==> src/rtl/external_interrupt_priority_select_top_macros.svh <==
// Assertion macros for the external-interrupt priority selector.
// Included by the RTL files that carry concurrent assertions; no dependencies.
`ifndef EXTERNAL_INTERRUPT_PRIORITY_SELECT_TOP_MACROS_SVH
`define EXTERNAL_INTERRUPT_PRIORITY_SELECT_TOP_MACROS_SVH

`ifndef ASSERT_OFF
// Same-cycle implication, sampled on the rising clock edge outside reset.
`define EPSEL_ASSERT_IMP(label, clk, rst_n, ante, cons) \
  label: assert property (@(posedge clk) disable iff (!rst_n) (ante) |-> (cons)) \
    else $error("epsel: same-cycle check failed");
// Next-cycle implication, sampled on the rising clock edge outside reset.
`define EPSEL_ASSERT_NXT(label, clk, rst_n, ante, cons) \
  label: assert property (@(posedge clk) disable iff (!rst_n) (ante) |=> (cons)) \
    else $error("epsel: next-cycle check failed");
`else
`define EPSEL_ASSERT_IMP(label, clk, rst_n, ante, cons)
`define EPSEL_ASSERT_NXT(label, clk, rst_n, ante, cons)
`endif

`endif

==> src/rtl/epsel_pkg.sv <==
// Shared types, codes and helpers of the external-interrupt priority selector.
// No dependencies; used by the channel interfaces and the top level.
package epsel_pkg;

  // Number of CPUs that can originate malfunction alerts and emergency signals.
  localparam int CpuCount = 8;
  localparam int CpuVecW  = 8;
  localparam logic [CpuVecW-1:0] CpuVecMask =
    (CpuCount >= CpuVecW) ? {CpuVecW{1'b1}} : CpuVecW'((64'd1 << CpuCount) - 64'd1);

  // Field widths.
  localparam int OpW    = 3;
  localparam int CpuW   = 3;
  localparam int ParmW  = 32;
  localparam int TodW   = 64;
  localparam int ClassW = 3;
  localparam int CfgIdxW  = 2;
  localparam int CfgDataW = 64;
  localparam int EnableW  = 8;

  // Item operation codes.
  typedef enum logic [OpW-1:0] {
    OP_CHECK     = 3'd0,
    OP_KEY       = 3'd1,
    OP_MALFUNC   = 3'd2,
    OP_EMERGENCY = 3'd3,
    OP_EXT_CALL  = 3'd4,
    OP_INTERVAL  = 3'd5,
    OP_SERVICE   = 3'd6
  } op_e;

  // Interrupt class codes; the code is also the enable bit index.
  typedef enum logic [ClassW-1:0] {
    CLS_KEY        = 3'd0,
    CLS_MALFUNC    = 3'd1,
    CLS_EMERGENCY  = 3'd2,
    CLS_EXT_CALL   = 3'd3,
    CLS_COMPARATOR = 3'd4,
    CLS_CPU_TIMER  = 3'd5,
    CLS_INTERVAL   = 3'd6,
    CLS_SERVICE    = 3'd7
  } class_e;

  // Configuration register indexes.
  typedef enum logic [CfgIdxW-1:0] {
    REG_ENABLE_MASK = 2'd0,
    REG_CLOCK_COMP  = 2'd1
  } reg_idx_e;

  // Index of the lowest set bit of a CPU vector (zero for an empty vector).
  function automatic logic [CpuW-1:0] lowest_cpu(input logic [CpuVecW-1:0] vec);
    logic [CpuW-1:0] idx;
    idx = '0;
    for (int i = CpuVecW - 1; i >= 0; i--) begin
      if (vec[i]) begin
        idx = CpuW'(i);
      end
    end
    return idx;
  endfunction

endpackage

==> src/rtl/epsel_if.sv <==
// Valid/ready channel interfaces for input items and result items.
// Depends on epsel_pkg for the field widths.
interface epsel_in_if;
  logic                           valid;
  logic                           ready;
  logic [epsel_pkg::OpW-1:0]      op;
  logic [epsel_pkg::CpuW-1:0]     source_cpu;
  logic [epsel_pkg::ParmW-1:0]    service_parm;
  logic [epsel_pkg::TodW-1:0]     tod_value;
  logic signed [epsel_pkg::TodW-1:0] timer_value;

  modport source (output valid, op, source_cpu, service_parm, tod_value, timer_value,
                  input ready);
  modport sink (input valid, op, source_cpu, service_parm, tod_value, timer_value,
                output ready);
endinterface

interface epsel_out_if;
  logic                          valid;
  logic                          ready;
  logic                          taken;
  logic [epsel_pkg::ClassW-1:0]  int_class;
  logic [epsel_pkg::CpuW-1:0]    cpu_address;
  logic [epsel_pkg::ParmW-1:0]   parameter_res;

  modport source (output valid, taken, int_class, cpu_address, parameter_res,
                  input ready);
  modport sink (input valid, taken, int_class, cpu_address, parameter_res,
                output ready);
endinterface

==> src/rtl/external_interrupt_priority_select_top.sv <==
// External-interrupt priority selector: every input beat yields exactly one result
// beat. Raise beats latch a pending source and return an all-zero result; a check
// beat picks the highest-priority enabled source (key, malfunction, emergency,
// external call, comparator, CPU timer, interval timer, service), clears it unless
// it is the comparator or CPU timer, and reports class, source CPU and service
// parameter. An item passes the input register, then the result register; a beat is
// accepted every cycle unless the output stalls, as the pending-state update is
// combinational. The user must write configuration only while the block is idle;
// the block does not enforce it. Depends on epsel_pkg, epsel_if and the macro header.
`include "external_interrupt_priority_select_top_macros.svh"

module external_interrupt_priority_select_top (
  input  logic                               clk_i,
  input  logic                               rst_ni,
  epsel_in_if.sink                           in_i,
  epsel_out_if.source                        out_o,
  input  logic                               cfg_we_i,
  input  logic [epsel_pkg::CfgIdxW-1:0]      cfg_idx_i,
  input  logic [epsel_pkg::CfgDataW-1:0]     cfg_data_i
);

  localparam int VecW = epsel_pkg::CpuVecW;

  // Configuration registers.
  logic [epsel_pkg::EnableW-1:0] enable_mask_q;
  logic [epsel_pkg::TodW-1:0]    clock_comp_q;

  always_ff @(posedge clk_i or negedge rst_ni) begin
    if (!rst_ni) begin
      enable_mask_q <= '0;
      clock_comp_q  <= '0;
    end else if (cfg_we_i) begin
      if (cfg_idx_i == epsel_pkg::REG_ENABLE_MASK) begin
        enable_mask_q <= cfg_data_i[epsel_pkg::EnableW-1:0];
      end else if (cfg_idx_i == epsel_pkg::REG_CLOCK_COMP) begin
        clock_comp_q <= cfg_data_i;
      end
    end
  end

  // Handshake control for the input register and the result register.
  logic s1_valid_q, s1_valid_d;
  logic out_valid_q, out_valid_d;
  logic out_free, s1_fire, in_acc;

  assign out_free   = !out_valid_q || out_o.ready;
  assign s1_fire    = s1_valid_q && out_free;
  assign in_i.ready = !s1_valid_q || out_free;
  assign in_acc     = in_i.valid && in_i.ready;
  assign s1_valid_d = in_acc || (s1_valid_q && !out_free);
  assign out_valid_d = s1_fire || (out_valid_q && !out_o.ready);

  always_ff @(posedge clk_i or negedge rst_ni) begin
    if (!rst_ni) begin
      s1_valid_q  <= 1'b0;
      out_valid_q <= 1'b0;
    end else begin
      s1_valid_q  <= s1_valid_d;
      out_valid_q <= out_valid_d;
    end
  end

  // Input register holding the accepted beat.
  logic [epsel_pkg::OpW-1:0]   op_q;
  logic [epsel_pkg::CpuW-1:0]  src_q;
  logic [epsel_pkg::ParmW-1:0] parm_q;
  logic [epsel_pkg::TodW-1:0]  tod_q;
  logic                        timer_neg_q;

  always_ff @(posedge clk_i) begin
    if (in_acc) begin
      op_q        <= in_i.op;
      src_q       <= in_i.source_cpu;
      parm_q      <= in_i.service_parm;
      tod_q       <= in_i.tod_value;
      timer_neg_q <= in_i.timer_value[epsel_pkg::TodW-1];
    end
  end

  // Pending interrupt state.
  logic                        key_q, key_d;
  logic [VecW-1:0]             malf_q, malf_d;
  logic [VecW-1:0]             emer_q, emer_d;
  logic                        call_q, call_d;
  logic [epsel_pkg::CpuW-1:0]  call_src_q, call_src_d;
  logic                        intv_q, intv_d;
  logic                        serv_q, serv_d;
  logic [epsel_pkg::ParmW-1:0] serv_val_q, serv_val_d;

  // Result of the beat in the input register.
  logic                         taken_d;
  logic [epsel_pkg::ClassW-1:0] class_d;
  logic [epsel_pkg::CpuW-1:0]   cpu_d;
  logic [epsel_pkg::ParmW-1:0]  parm_res_d;

  logic [VecW-1:0]             malf_vec, emer_vec;
  logic [epsel_pkg::CpuW-1:0]  malf_low, emer_low;
  logic                        src_ok, comp_hit;

  assign malf_vec = malf_q & epsel_pkg::CpuVecMask;
  assign emer_vec = emer_q & epsel_pkg::CpuVecMask;
  assign malf_low = epsel_pkg::lowest_cpu(malf_vec);
  assign emer_low = epsel_pkg::lowest_cpu(emer_vec);
  assign src_ok   = epsel_pkg::CpuVecMask[src_q];
  assign comp_hit = tod_q > clock_comp_q;

  // Raise handling and priority selection.
  always_comb begin
    key_d      = key_q;
    malf_d     = malf_q;
    emer_d     = emer_q;
    call_d     = call_q;
    call_src_d = call_src_q;
    intv_d     = intv_q;
    serv_d     = serv_q;
    serv_val_d = serv_val_q;
    taken_d    = 1'b0;
    class_d    = '0;
    cpu_d      = '0;
    parm_res_d = '0;
    if (s1_fire) begin
      unique case (op_q)
        epsel_pkg::OP_CHECK: begin
          priority if (key_q && enable_mask_q[epsel_pkg::CLS_KEY]) begin
            key_d   = 1'b0;
            taken_d = 1'b1;
            class_d = epsel_pkg::CLS_KEY;
          end else if ((malf_vec != '0) && enable_mask_q[epsel_pkg::CLS_MALFUNC]) begin
            malf_d[malf_low] = 1'b0;
            taken_d = 1'b1;
            class_d = epsel_pkg::CLS_MALFUNC;
            cpu_d   = malf_low;
          end else if ((emer_vec != '0) && enable_mask_q[epsel_pkg::CLS_EMERGENCY]) begin
            emer_d[emer_low] = 1'b0;
            taken_d = 1'b1;
            class_d = epsel_pkg::CLS_EMERGENCY;
            cpu_d   = emer_low;
          end else if (call_q && enable_mask_q[epsel_pkg::CLS_EXT_CALL]) begin
            call_d  = 1'b0;
            taken_d = 1'b1;
            class_d = epsel_pkg::CLS_EXT_CALL;
            cpu_d   = call_src_q;
          end else if (comp_hit && enable_mask_q[epsel_pkg::CLS_COMPARATOR]) begin
            taken_d = 1'b1;
            class_d = epsel_pkg::CLS_COMPARATOR;
          end else if (timer_neg_q && enable_mask_q[epsel_pkg::CLS_CPU_TIMER]) begin
            taken_d = 1'b1;
            class_d = epsel_pkg::CLS_CPU_TIMER;
          end else if (intv_q && enable_mask_q[epsel_pkg::CLS_INTERVAL]) begin
            intv_d  = 1'b0;
            taken_d = 1'b1;
            class_d = epsel_pkg::CLS_INTERVAL;
          end else if (serv_q && enable_mask_q[epsel_pkg::CLS_SERVICE]) begin
            serv_d     = 1'b0;
            serv_val_d = '0;
            parm_res_d = serv_val_q;
            taken_d    = 1'b1;
            class_d    = epsel_pkg::CLS_SERVICE;
          end else begin
            taken_d = 1'b0;
          end
        end
        epsel_pkg::OP_KEY: begin
          key_d = 1'b1;
        end
        epsel_pkg::OP_MALFUNC: begin
          if (src_ok) begin
            malf_d[src_q] = 1'b1;
          end
        end
        epsel_pkg::OP_EMERGENCY: begin
          if (src_ok) begin
            emer_d[src_q] = 1'b1;
          end
        end
        epsel_pkg::OP_EXT_CALL: begin
          call_d     = 1'b1;
          call_src_d = src_q;
        end
        epsel_pkg::OP_INTERVAL: begin
          intv_d = 1'b1;
        end
        epsel_pkg::OP_SERVICE: begin
          serv_d     = 1'b1;
          serv_val_d = serv_val_q | parm_q;
        end
        default: begin
          // Unused operation code: no state change, all-zero result.
          taken_d = 1'b0;
        end
      endcase
    end
  end

  always_ff @(posedge clk_i or negedge rst_ni) begin
    if (!rst_ni) begin
      key_q      <= 1'b0;
      malf_q     <= '0;
      emer_q     <= '0;
      call_q     <= 1'b0;
      call_src_q <= '0;
      intv_q     <= 1'b0;
      serv_q     <= 1'b0;
      serv_val_q <= '0;
    end else begin
      key_q      <= key_d;
      malf_q     <= malf_d;
      emer_q     <= emer_d;
      call_q     <= call_d;
      call_src_q <= call_src_d;
      intv_q     <= intv_d;
      serv_q     <= serv_d;
      serv_val_q <= serv_val_d;
    end
  end

  // Result register.
  logic                         taken_q;
  logic [epsel_pkg::ClassW-1:0] class_q;
  logic [epsel_pkg::CpuW-1:0]   cpu_q;
  logic [epsel_pkg::ParmW-1:0]  parm_res_q;

  always_ff @(posedge clk_i) begin
    if (s1_fire) begin
      taken_q    <= taken_d;
      class_q    <= class_d;
      cpu_q      <= cpu_d;
      parm_res_q <= parm_res_d;
    end
  end

  assign out_o.valid         = out_valid_q;
  assign out_o.taken         = taken_q;
  assign out_o.int_class     = class_q;
  assign out_o.cpu_address   = cpu_q;
  assign out_o.parameter_res = parm_res_q;

  // A delivered interrupt belongs to an enabled class.
  `EPSEL_ASSERT_IMP(a_taken_enabled, clk_i, rst_ni,
    out_valid_q && taken_q, enable_mask_q[class_q])
  // A result that took nothing carries all-zero fields.
  `EPSEL_ASSERT_IMP(a_not_taken_zero, clk_i, rst_ni,
    out_valid_q && !taken_q, (class_q == '0) && (cpu_q == '0) && (parm_res_q == '0))
  // A nonzero parameter only comes with a taken service signal.
  `EPSEL_ASSERT_IMP(a_parm_service, clk_i, rst_ni,
    out_valid_q && (parm_res_q != '0),
    taken_q && (class_q == epsel_pkg::CLS_SERVICE))
  // Taking the interrupt key clears it.
  `EPSEL_ASSERT_NXT(a_key_cleared, clk_i, rst_ni,
    s1_fire && (op_q == epsel_pkg::OP_CHECK) && key_q
      && enable_mask_q[epsel_pkg::CLS_KEY],
    !key_q)

endmodule

==> src/flat_wrapper.sv <==
// flat-port wrapper written by rule: the top's interface ports become plain ports
module external_interrupt_priority_select_top_flat 
  (clk_i, rst_ni, cfg_we_i, cfg_idx_i, cfg_data_i, in_i_valid, in_i_op, in_i_source_cpu, in_i_service_parm, in_i_tod_value, in_i_timer_value, in_i_ready, out_o_valid, out_o_taken, out_o_int_class, out_o_cpu_address, out_o_parameter_res, out_o_ready);
  epsel_in_if in_i_i ();
  epsel_out_if out_o_i ();
  input  logic clk_i;
  input  logic rst_ni;
  input  logic cfg_we_i;
  input  logic [epsel_pkg::CfgIdxW-1:0] cfg_idx_i;
  input  logic [epsel_pkg::CfgDataW-1:0] cfg_data_i;
  input wire logic [$bits(in_i_i.valid)-1:0] in_i_valid;
  input wire logic [$bits(in_i_i.op)-1:0] in_i_op;
  input wire logic [$bits(in_i_i.source_cpu)-1:0] in_i_source_cpu;
  input wire logic [$bits(in_i_i.service_parm)-1:0] in_i_service_parm;
  input wire logic [$bits(in_i_i.tod_value)-1:0] in_i_tod_value;
  input wire logic [$bits(in_i_i.timer_value)-1:0] in_i_timer_value;
  output wire logic [$bits(in_i_i.ready)-1:0] in_i_ready;
  output wire logic [$bits(out_o_i.valid)-1:0] out_o_valid;
  output wire logic [$bits(out_o_i.taken)-1:0] out_o_taken;
  output wire logic [$bits(out_o_i.int_class)-1:0] out_o_int_class;
  output wire logic [$bits(out_o_i.cpu_address)-1:0] out_o_cpu_address;
  output wire logic [$bits(out_o_i.parameter_res)-1:0] out_o_parameter_res;
  input wire logic [$bits(out_o_i.ready)-1:0] out_o_ready;
  assign in_i_i.valid = in_i_valid;
  assign in_i_i.op = in_i_op;
  assign in_i_i.source_cpu = in_i_source_cpu;
  assign in_i_i.service_parm = in_i_service_parm;
  assign in_i_i.tod_value = in_i_tod_value;
  assign in_i_i.timer_value = in_i_timer_value;
  assign in_i_ready = in_i_i.ready;
  assign out_o_valid = out_o_i.valid;
  assign out_o_taken = out_o_i.taken;
  assign out_o_int_class = out_o_i.int_class;
  assign out_o_cpu_address = out_o_i.cpu_address;
  assign out_o_parameter_res = out_o_i.parameter_res;
  assign out_o_i.ready = out_o_ready;
  external_interrupt_priority_select_top u_core (.clk_i(clk_i), .rst_ni(rst_ni), .in_i(in_i_i), .out_o(out_o_i), .cfg_we_i(cfg_we_i), .cfg_idx_i(cfg_idx_i), .cfg_data_i(cfg_data_i));
endmodule
==> config.mk <==
export PLATFORM = sky130hd
export DESIGN_NAME = external_interrupt_priority_select_top_flat
export DESIGN_NICKNAME = d
export VERILOG_FILES = /design/src/rtl/epsel_pkg.sv /design/src/rtl/epsel_if.sv /design/src/rtl/external_interrupt_priority_select_top.sv /design/src/flat_wrapper.sv
export VERILOG_INCLUDE_DIRS = /design/src /design/src/rtl
export SDC_FILE = /design/constraint.sdc
export NUM_CORES = 1
export LEC_CHECK = 0
export BUFFER_PORTS_ARGS = -buffer_cell sky130_fd_sc_hd__buf_2
export CAP_MARGIN = 5
export CORE_MARGIN = 4
export CORE_UTILIZATION = 54
export DETAILED_ROUTE_END_ITERATION = 16
export PLACE_DENSITY = 0.87
export SLEW_MARGIN = 5
export SYNTH_ARGS = -nofsm -noshare
export SYNTH_HDL_FRONTEND = slang
export SYNTH_SLANG_ARGS = --single-unit
==> constraint.sdc <==
create_clock -name clk_i -period 4.8 [get_ports clk_i]
set_clock_uncertainty 0.15 [all_clocks]
set_input_delay 0.72 -clock clk_i [delete_from_list [all_inputs] [get_ports clk_i]]
set_output_delay 0.72 -clock clk_i [all_outputs]
set_load 0.05 [all_outputs]
# ---- Word level (Yosys, flattened, before mapping)
# Memory sizes are Yosys's and may differ from the RTL's. A register that Yosys moved wholly into a read port is not among the register bits.
# Index checks and enable logic that the tools add are counted.
dict set report classes {
  order_cmp 7
  n_eq_ne 22
  n_mul 0
  mux 84
  div 0
  add_sub_neg 0
  n_bitwise 10
  reduce_logical 46
  n_shift 0
}
# op count
set ops {}
lappend ops {{$mux 32} 8}
lappend ops {{$mux 3} 24}
lappend ops {{$gt 64x64->1} 1}
lappend ops {{$pmux 32 s2} 1}
lappend ops {{$mux 8} 7}
lappend ops {{$mux 1} 33}
lappend ops {{$or 32x32->32} 1}
lappend ops {{$pmux 8 s2} 2}
lappend ops {{$and 8x8->8} 2}
lappend ops {{$ne 2x1->1 const B} 8}
lappend ops {{$not 8->8} 2}
lappend ops {{$or 8x8->8} 2}
lappend ops {{$reduce_bool 8->1} 2}
lappend ops {{$logic_and 1x1->1} 15}
lappend ops {{$ne 2x2->1 const B} 7}
lappend ops {{$lt 3x4->1 const B} 3}
lappend ops {{$reduce_and 6->1} 2}
lappend ops {{$reduce_bool 2->1} 6}
lappend ops {{$reduce_and 10->1} 1}
lappend ops {{$demux 1 s3} 3}
lappend ops {{$eq 3x3->1 const B} 3}
lappend ops {{$ge 3x1->1 const B} 3}
lappend ops {{$reduce_and 9->1} 1}
lappend ops {{$reduce_or 9->1} 1}
lappend ops {{other kinds (16)} 31}
dict set report totals {
  output_inout_bits 41
  wordCells 193
  memories 1
  regBits 271
  ram_bits 0
  rom_bits 8
  latchBits 0
}
# name depth word_bits read_ports rd_clocked_by_memory_dff wr line_no
set memory_table {}
lappend memory_table {{(no name shown)} 8 1 1 1 0 external_interrupt_priority_select_top.sv:104} ;# assign src_ok = epsel_pkg::CpuVecMask[src_q];

# ---- Logic depth before layout (Yosys ltp)
# Gate-level depths: netlist (run 1).
dict set report logic_depth {
  word_depth 18
  ltp_mapped 12
  mapped_depth_nobuf 10
}

# ---- Worst setup path before layout (run 1)
# Ideal clock, no wire load.
dict set report synth_path {
  kind {input to register}
  from {input port out_o_ready}
  to {register u_core.op_q[0] (netlist bit) (enable)}
  n_path_buf 0
  setup_ns 0.473
  path_slack_ns 0.541
  t_arrival_ns 3.636
  cell_stages 2
  cell_sequence {nand3b_1 > and2_1}
}
dict set report synth_via {
  elab_chain_len 3
}
# item line_no
set synth_lines {}
lappend synth_lines {{start, declared} flat_wrapper.sv:23} ;# input wire logic [$bits(out_o_i.ready)-1:0] out_o_ready;
lappend synth_lines {{$logic_or 1x1->1} external_interrupt_priority_select_top.sv:46} ;# assign out_free = !out_valid_q || out_o.ready;
lappend synth_lines {{$logic_or 1x1->1} external_interrupt_priority_select_top.sv:48} ;# assign in_i.ready = !s1_valid_q || out_free;
lappend synth_lines {{$logic_and 1x1->1} external_interrupt_priority_select_top.sv:49} ;# assign in_acc = in_i.valid && in_i.ready;
lappend synth_lines {{via u_core.in_acc} external_interrupt_priority_select_top.sv:44} ;# logic out_free, s1_fire, in_acc;
lappend synth_lines {{end signal, assigned} external_interrupt_priority_select_top.sv:72} ;# op_q <= in_i.op;
lappend synth_lines {{end, declared} external_interrupt_priority_select_top.sv:64} ;# logic [epsel_pkg::OpW-1:0] op_q;
# The timed path passes the listed nets, and every way through them passes these cells.
# A chain may end at the register's enable or synchronous reset.

# ---- Worst setup path in the final report (run 1)
dict set report layout_path {
  from {register u_core.tod_q[38] (netlist bit)}
  to {register u_core.serv_val_q[1] (netlist bit)}
}
dict set report layout_via {
  elab_chain_len 4
}
# item line_no
set layout_lines {}
lappend layout_lines {{start, declared} external_interrupt_priority_select_top.sv:67} ;# logic [epsel_pkg::TodW-1:0] tod_q;
lappend layout_lines {{start signal, assigned} external_interrupt_priority_select_top.sv:75} ;# tod_q <= in_i.tod_value;
lappend layout_lines {{$gt 64x64->1} external_interrupt_priority_select_top.sv:105} ;# assign comp_hit = tod_q > clock_comp_q;
lappend layout_lines {{$logic_and 1x1->1} external_interrupt_priority_select_top.sv:143} ;# end else if (comp_hit && enable_mask_q[epsel_pkg::CLS_COMPARATOR]) begin
lappend layout_lines {{$ne 2x2->1 (no source line)} -}
lappend layout_lines {{$reduce_and 10->1 (no source line)} -}
lappend layout_lines {{end signal, assigned} external_interrupt_priority_select_top.sv:213} ;# serv_val_q <= serv_val_d;
lappend layout_lines {{end, declared} external_interrupt_priority_select_top.sv:88} ;# logic [epsel_pkg::ParmW-1:0] serv_val_q, serv_val_d;
# No other way between the ends.

==> flow_summary_export.csv, run 1 <==
group,metric,value,unit
global_route,grt_max_degree,65,
sta,slew_headroom,18.7,%
finish,area_delta_synth_final,19.6,%
power,seq_power_share,46.7,%
synthesis,synth_top_area_share,35.4,%
synthesis,synth_edf_count,142,
route,drt_wl_total,26200,microns
global_route,grt_pass1_vias,8072,
setup_path,required,5.09,ns
synthesis,synthFlopType,"edfxtp_1",
floorplan,dieArea,0.0247,sq mm
place,gp_congestion,0.917,
status,outcome,"finished clean",
synthesis,netlist_area,0.0120,sq mm
route,drt_iter0_drc,547,
sta,hold_viol_final,0,
setup_path,cp-start-kind,"flop",
sta,final.setup.tns,0,ns
setup_path,arrival,4.05,ns
power,p_int,4.55,mW
global_route,overflow,0,
place,portBuffers,214,
sta,rsz0062_at_grt,"no",
route,route.detailed.drc,0,
floorplan,dieWidth,157,microns
worst_hold_path,min-delay-start,"in_i_service_parm[3]",
synthesis,synth_nets,1195,
route,viasPerCell,5.47,
place,place_ws,0.965,ns
clocking,cts_resized,0,
synthesis,synthCells,894,
power,finalPower,6.25,mW
clocking,cts_buffers,29,
setup_path,r2r_cells,9,
sta,setup_violations,0,
clocking,clock_insertion_delay_worst_skew,0.54,ns
finish,layout.cells.non_filler,1428,
setup_path,r2r_end,"u_core.serv_val_q[1]",
power,combPwrFrac,17.0,%
synthesis,ys_warn_count,0,
finish,final_nets,1422,
setup_path,cp_max_fo,33,
floorplan,rows,54,
route,vias,7815,
sta,fmax,266,MHz
flow_run,maxCapViolCount,0,
sta,fin_ws,1.05,ns
worst_hold_path,hold_path_depth,1,
power,p_leak,6.27,nW
sta,post-route-min-period,3.75,ns
finish,filler_cell_count,1598,
place,dp_hpwl,18200,microns
clocking,clk_path_buf_depth,3,
synthesis,synth_area_per_cell,13.5,sq um
clocking,cts_tree,"built",
sta,worstMarginPinSlew,1.22,ns
setup_path,crit_type,"reg2reg",
route,wire_per_inst,18.3,microns
floorplan,initial_utilization,54.9,%
power,switching_power,1.70,mW
floorplan,die_h,157,microns
power,p_per_area,434,mW/mm^2
floorplan,coreArea,0.0219,sq mm
route,first_pass_iters,5,
power,ir_worst_vdd,0.361,mV
setup_path,r2r_start,"u_core.tod_q[38]",
synthesis,synth_largest_area_cell,"edfxtp_1",
clocking,cts_sinks,271,
synthesis,yosysSeqAreaShare,62.3,%
setup_path,worst_setup_path_end_kind,"flop",
synthesis,synth_cell_types,60,
synthesis,yosys_register_bits,271,
finish,final_layout_size_suffix_gt1_share,34.7,%
floorplan,ios,278,
power,pwr-share-clk,36.3,%
synthesis,synth.area.top_cells,"edfxtp_1 (35%), dfrtp_1 (27%), mux2_2 (7.0%), ha_1 (6.7%), inv_1 (3.2%)",
clocking,clkSlewWorstSetupHoldPaths,0.06,ns
sta,hold_slack,0.197,ns
setup_path,reg2reg_slack,1.05,ns
route,postRouteAntennaNets,0,
sta,drv_slew,0,
worst_hold_path,hp-class,"in2reg",
global_route,grt_use_total,20.9,%
power,swShare,27.2,%
global_route,antenna_found_initial,5,
place,dp.cells,1369,
synthesis,async_flop_share,47.6,%
clocking,htree_num_levels,1,
clocking,root_buffer,"clkbuf_16",
sta,min_period_over_period,78.2,%
clocking,cts_setup_buffers,0,
worst_hold_path,min_to,"u_core.parm_q[3]",
global_route,grt_pass1_wl,41200,microns
[layer usage]
layer  routed length, microns  global-route usage, %
met1                    10400                   26.5
met2                    13500                   36.8
met3                     1410                   3.41
met4                      787                   6.80
met5                       27                      0
[state kept, by name, summed over array words and instances (netlist names), 8 cells and up]
| signal | count |
|---|---|
| u_core.enable_mask_q | 8 |
| u_core.malf_q | 8 |
| u_core.clock_comp_q | 64 |
| u_core.emer_q | 8 |
| u_core.serv_val_q | 32 |
| u_core.out_o.parameter_res | 32 |
| u_core.parm_q | 32 |
| u_core.tod_q | 64 |
[area by class of cell]
type	count	area, sq um	share of cell area (%)
Multi-Input combinational cell	492	4010	27.8
Clock buffer	34	764	5.31
Inverter	103	387	2.69
Sequential cell	271	7490	52.1
Clock inverter	20	220	1.53
Timing Repair Buffer	224	1150	8.03
Tap cell	280	350	2.44
Antenna cell	4	10.0	0.0696
[timing repair]
action | in CTS | in global routing
setup endpoints to repair | 0 | 0
hold buffers | 1 | 0
hold endpoints to repair | 39 | 0
[through the flow]
step / instance area (sq um) / utilization [%]
after global routing: 14400 / 65.7
after floorplan: 12000 / -
after global placement: 13400 / 61.1
final: 14400 / 65.7
after detailed placement: 13400 / 61.1
after CTS: 14400 / 65.7
[power groups by stage]
stage                     Clock (mW)  Sequential [mW]  Combinational (mW)
after floorplan                    0             2.99               0.694
after global placement             0             2.94                1.01
after detailed placement           0             2.96                1.06
after CTS                       2.31             2.91                1.07
after global routing            2.42             2.95                1.18
final                           2.27             2.92                1.06
[layout by cell type (no fill, tap or decap), drive strengths merged, types with 28 or more instances in the layout]
| master | n |
|---|---|
| a21oi | 62 |
| mux2 | 75 |
| nand2 | 33 |
| dfrtp | 129 |
| and2 | 35 |
| ha | 64 |
| o21ai | 50 |
| edfxtp | 142 |
| buf | 223 |
| a31oi | 40 |
| nor2 | 28 |
| clkbuf | 34 |
| inv | 104 |
[Yosys cell counts, types with 6 or more instances]
cell	n
a21oi_1	61
a31oi_1	10
a31oi_2	20
a31oi_4	10
and2_1	35
clkbuf_1	21
dfrtp_1	129
edfxtp_1	142
ha_1	64
inv_1	103
mux2_2	75
nand2_1	33
nand2b_1	8
nand4_1	15
nor2_1	27
nor3_1	14
o21ai_0	43
o21ai_1	6
[how the worst max path moves through the flow]
stage,start,end,slack (ns)
global placement,u_core.tod_q[41],u_core.serv_q,0.95
global route,u_core.tod_q[41],u_core.serv_val_q[1],0.77
CTS,u_core.tod_q[41],u_core.serv_val_q[1],0.94
finish,u_core.tod_q[38],u_core.serv_val_q[1],1.05
floorplan,out_o_ready,u_core.op_q[0],0.54
detailed placement,u_core.tod_q[41],u_core.serv_q,0.96
[critical path: stages, from the launching register on]
cell and delay [ns]:
edfxtp_1 0.37, ha_1 0.35, a21oi_1 0.16, nand2_1 0.08
a221oi_1 0.39, o221ai_1 0.21, nor4_1 0.56, nor2_2 0.18
or4_4 0.89, a31oi_1 0.29
[cell families after synthesis]
logic type / count (synthesis) / share of synthesized area (%)
buffers and inverters: 131 / 4.57
DFF: 271 / 62.3
AOI/OAI and AO/OA: 181 / 11.3
adders and majority gates: 64 / 6.66
muxes: 75 / 7.02
and+or+nand+nor: 172 / 8.13
No activity file was read; power rests on OpenSTA's default activity.
==> run 2: changes to the inputs <==
Settings changed: ABC_AREA set to 1, CORE_UTILIZATION 54 to 49, PLACE_DENSITY 0.87 to 0.84.
Clock period 4.8 ns to 3.4 ns, I/O delays scaled along.
==> flow_summary_export.csv, run 2 <==
group,metric,value,unit
status,outcome,"finished clean",
route,wire_per_inst,16.1,microns
synthesis,synth_compound_area_share,7.86,%
sta,post-route-min-period,2.88,ns
floorplan,initial_utilization,50.5,%
setup_path,critPathLaunch,"u_core.tod_q[47]",
synthesis,synthTopCellsByCount,"nor2_1 (195), nand2_1 (183), inv_1 (151)",
floorplan,rows,56,
synthesis,synth_fa_ha_area_share,6.67,%
power,p_leak,7.16,nW
synthesis,yosysSeqAreaShare,62.4,%
setup_path,crit_top_cell,"nand2_1",
setup_path,worst_setup_path_end_kind,"flop",
synthesis,async_flop_share,47.6,%
synthesis,synthMuxAreaShare,0,%
clocking,root_buffer,"clkbuf_16",
floorplan,dieArea,0.0271,sq mm
clocking,cts_sinks,271,
setup_path,r2r_end,"u_core.out_o.parameter_res[4]",
floorplan,dieWidth,164,microns
synthesis,ys_warn_count,0,
synthesis,synthSimpleGateAreaFrac,16.7,%
route,vias,9443,
setup_path,crit_type,"reg2reg",
setup_path,slowest_delay,0.37,ns
setup_path,r2r_start,"u_core.tod_q[47]",
setup_path,reg2reg_slack,0.52,ns
place,dp_hpwl,18700,microns
sta,rsz0062_at_grt,"no",
power,finalPower,8.45,mW
synthesis,yosys_register_bits,271,
route,route.detailed.drc,0,
place,gp_congestion,0.902,
route,drt_wl_total,29400,microns
synthesis,netlist_area,0.0120,sq mm
sta,hold_viol_final,0,
place,place_ws,0.559,ns
route,first_pass_iters,5,
clocking,cts_buffers,29,
synthesis,synth_cell_types,42,
finish,area_delta_synth_final,27.0,%
setup_path,cp-endpoint,"u_core.out_o.parameter_res[4]",
synthesis,synth_top_area_share,35.5,%
global_route,antenna_found_initial,7,
finish,final_common_cell,"buf_2",
setup_path,r2r_cells,15,
power,ir_worst_vdd,0.454,mV
synthesis,synth_largest_area_cell,"edfxtp_1",
setup_path,cp-start-kind,"flop",
place,portBuffers,214,
sta,final.setup.tns,0,ns
sta,setup_violations,0,
clocking,htree_num_levels,1,
sta,slew_headroom,43.6,%
clocking,clock_insertion_delay_worst_skew,0.54,ns
finish,final_cell_mix,"buf_2 (213), nor2_1 (195), nand2_1 (183)",
synthesis,synth.most_common_cell,"nor2_1",
synthesis,synth_area_per_cell,10.3,sq um
route,drt_iter0_drc,600,
finish,reg.largest.list,"u_core.clock_comp_q x64, u_core.tod_q x64",
global_route,grt_use_total,21.4,%
floorplan,coreArea,0.0238,sq mm
sta,drv_slew,0,
global_route,grt_pass1_vias,9904,
route,viasPerCell,5.17,
finish,final_layout_size_suffix_gt1_share,19.3,%
flow_run,maxCapViolCount,0,
setup_path,crit_slowest_cell,"edfxtp_1",
synthesis,synthXorXnorAreaFrac,0,%
setup_path,crit_chain,"ha_1, nand2_1, inv_1, nand3_1, nor3_1, inv_1, nor2_1, nand2_1, inv_1, nand2_1, nand2_1, nand2_1, nand4_1, buf_4, nor2_1",
global_route,grt_max_degree,129,
setup_path,arrival,2.99,ns
clocking,clk_path_buf_depth,3,
sta,min_period_over_period,84.7,%
global_route,overflow,0,
place,dp.cells,1678,
clocking,cts_tree,"built",
clocking,clkSlewWorstSetupHoldPaths,0.06,ns
synthesis,synth.area.top_cells,"edfxtp_1 (36%), dfrtp_1 (27%), ha_1 (6.7%), nor2_1 (6.1%), nand2_1 (5.7%)",
synthesis,synth_edf_count,142,
power,p_per_area,554,mW/mm^2
setup_path,cp_max_fo,32,
finish,layout.cells.non_filler,1825,
synthesis,synthCells,1170,
floorplan,ios,278,
synthesis,synth_top_family_by_area,"simple AND/OR/NAND/NOR gates",
finish,final_nets,1778,
global_route,grt_pass1_wl,46900,microns
sta,fmax,347,MHz
route,postRouteAntennaNets,0,
sta,worstMarginPinSlew,0.846,ns
synthesis,synth_nets,1471,
setup_path,required,3.51,ns
synthesis,synthFlopType,"edfxtp_1",
sta,fin_ws,0.520,ns
worst_hold_path,hp-class,"in2reg",
floorplan,die_h,164,microns
==> run 2: changes by cell type in the layout (fill, tap and decap cells not counted), sizes merged, moves of 6 or more <==
cell / previous run / this run
nand3: 5 / 24
a21oi: 62 / 101
or4: 7 / 0
and2: 35 / 0
a31oi: 40 / 3
o21a: 1 / 7
mux2: 75 / 0
nand2b: 8 / 0
nand2: 33 / 187
inv: 104 / 156
o21ai: 50 / 40
nand4: 16 / 42
nor2: 28 / 199
dlygate4sd3: 1 / 87
==> run 2: what timing repair did <==
| action | CTS | global route |
|---|---|---|
| hold buffers | 86 | 1 |
| setup buffers | 0 | 0 |
| gates resized for setup | 0 | 0 |
| setup endpoints to repair | 0 | 0 |
| hold endpoints to repair | 170 | 1 |
==> run 2: routing by layer <==
| layer | wire, microns | part of all wire [%] | vias up | track usage [%] |
|---|---|---|---|---|
| met3 | 1530 | 5.2 | 106 | 3.32 |
| met1 | 11500 | 39 | 4472 | 25.7 |
| met4 | 1460 | 5.0 | 2 | 10.6 |
| li1 | - | - | 4530 | - |
| met5 | 13 | 0.044 | - | 0 |
| met2 | 14900 | 51 | 333 | 37.6 |
==> run 2: logic make-up (layout without fill, tap and decap cells) <==
| family | Yosys count | count (layout) |
|---|---|---|
| and+or+nand+nor | 473 | 473 |
| DFF | 271 | 271 |
| buffers and inverters | 192 | 521 |
| AOI/OAI and AO/OA | 170 | 170 |
| adders and majority gates | 64 | 64 |
| other | 0 | 7 |
==> run 2: worst min-delay path by stage <==
stage                          startpoint                end  slack, ns  cells past startpoint
floorplan                          rst_ni      u_core.call_q       0.06                      0
global placement            u_core.serv_q      u_core.serv_q       0.31                      2
detailed placement          u_core.intv_q      u_core.intv_q       0.32                      2
CTS                 in_i_service_parm[29]  u_core.parm_q[29]     0.0003                      1
global route           in_i_tod_value[11]   u_core.tod_q[11]    0.00009                      1
finish                  in_i_tod_value[5]    u_core.tod_q[5]       0.02                      1
==> run 2: layout make-up <==
cell class / instances / area, sq um
flip-flops and latches: 271 / 7490
multi-input cells: 707 / 3760
fillers: 1761 / 8520
repair buffers: 310 / 2050
inverters: 158 / 597
well taps: 319 / 399
clock inverters: 20 / 166
diodes: 7 / 17.5
clock buffers: 33 / 751
==> run 2: worst max-delay path: cells and delay by family (launching register included) <==
kind | cells | cell delay, ns
flip-flops | 1 | 0.37
AND/OR/NAND/NOR | 10 | 1.24
adder cells (fa/ha/maj) | 1 | 0.31
buffers and inverters | 4 | 0.54
==> run 2: stage by stage <==
| step | hold WS [ns] | area, sq um | util (%) |
|---|---|---|---|
| 6_report | 0.0195 | 15200 | 64.1 |
| 5_1_grt | 0.0000891 | 15200 | 64.1 |
| 4_1_cts | 0.000280 | 15200 | 64.0 |
| 3_5_place_dp | 0.318 | 13400 | 56.5 |
| 3_3_place_gp | 0.305 | 13400 | 56.5 |
| 2_1_floorplan | 0.0644 | 12000 | - |
==> run 2: power by group <==
| part | internal (mW) | leakage, nW | switching, mW |
|---|---|---|---|
| combinational | 0.528 | 3.79 | 0.878 |
| clock | 1.74 | 0.446 | 1.29 |
| sequential | 3.83 | 2.93 | 0.175 |
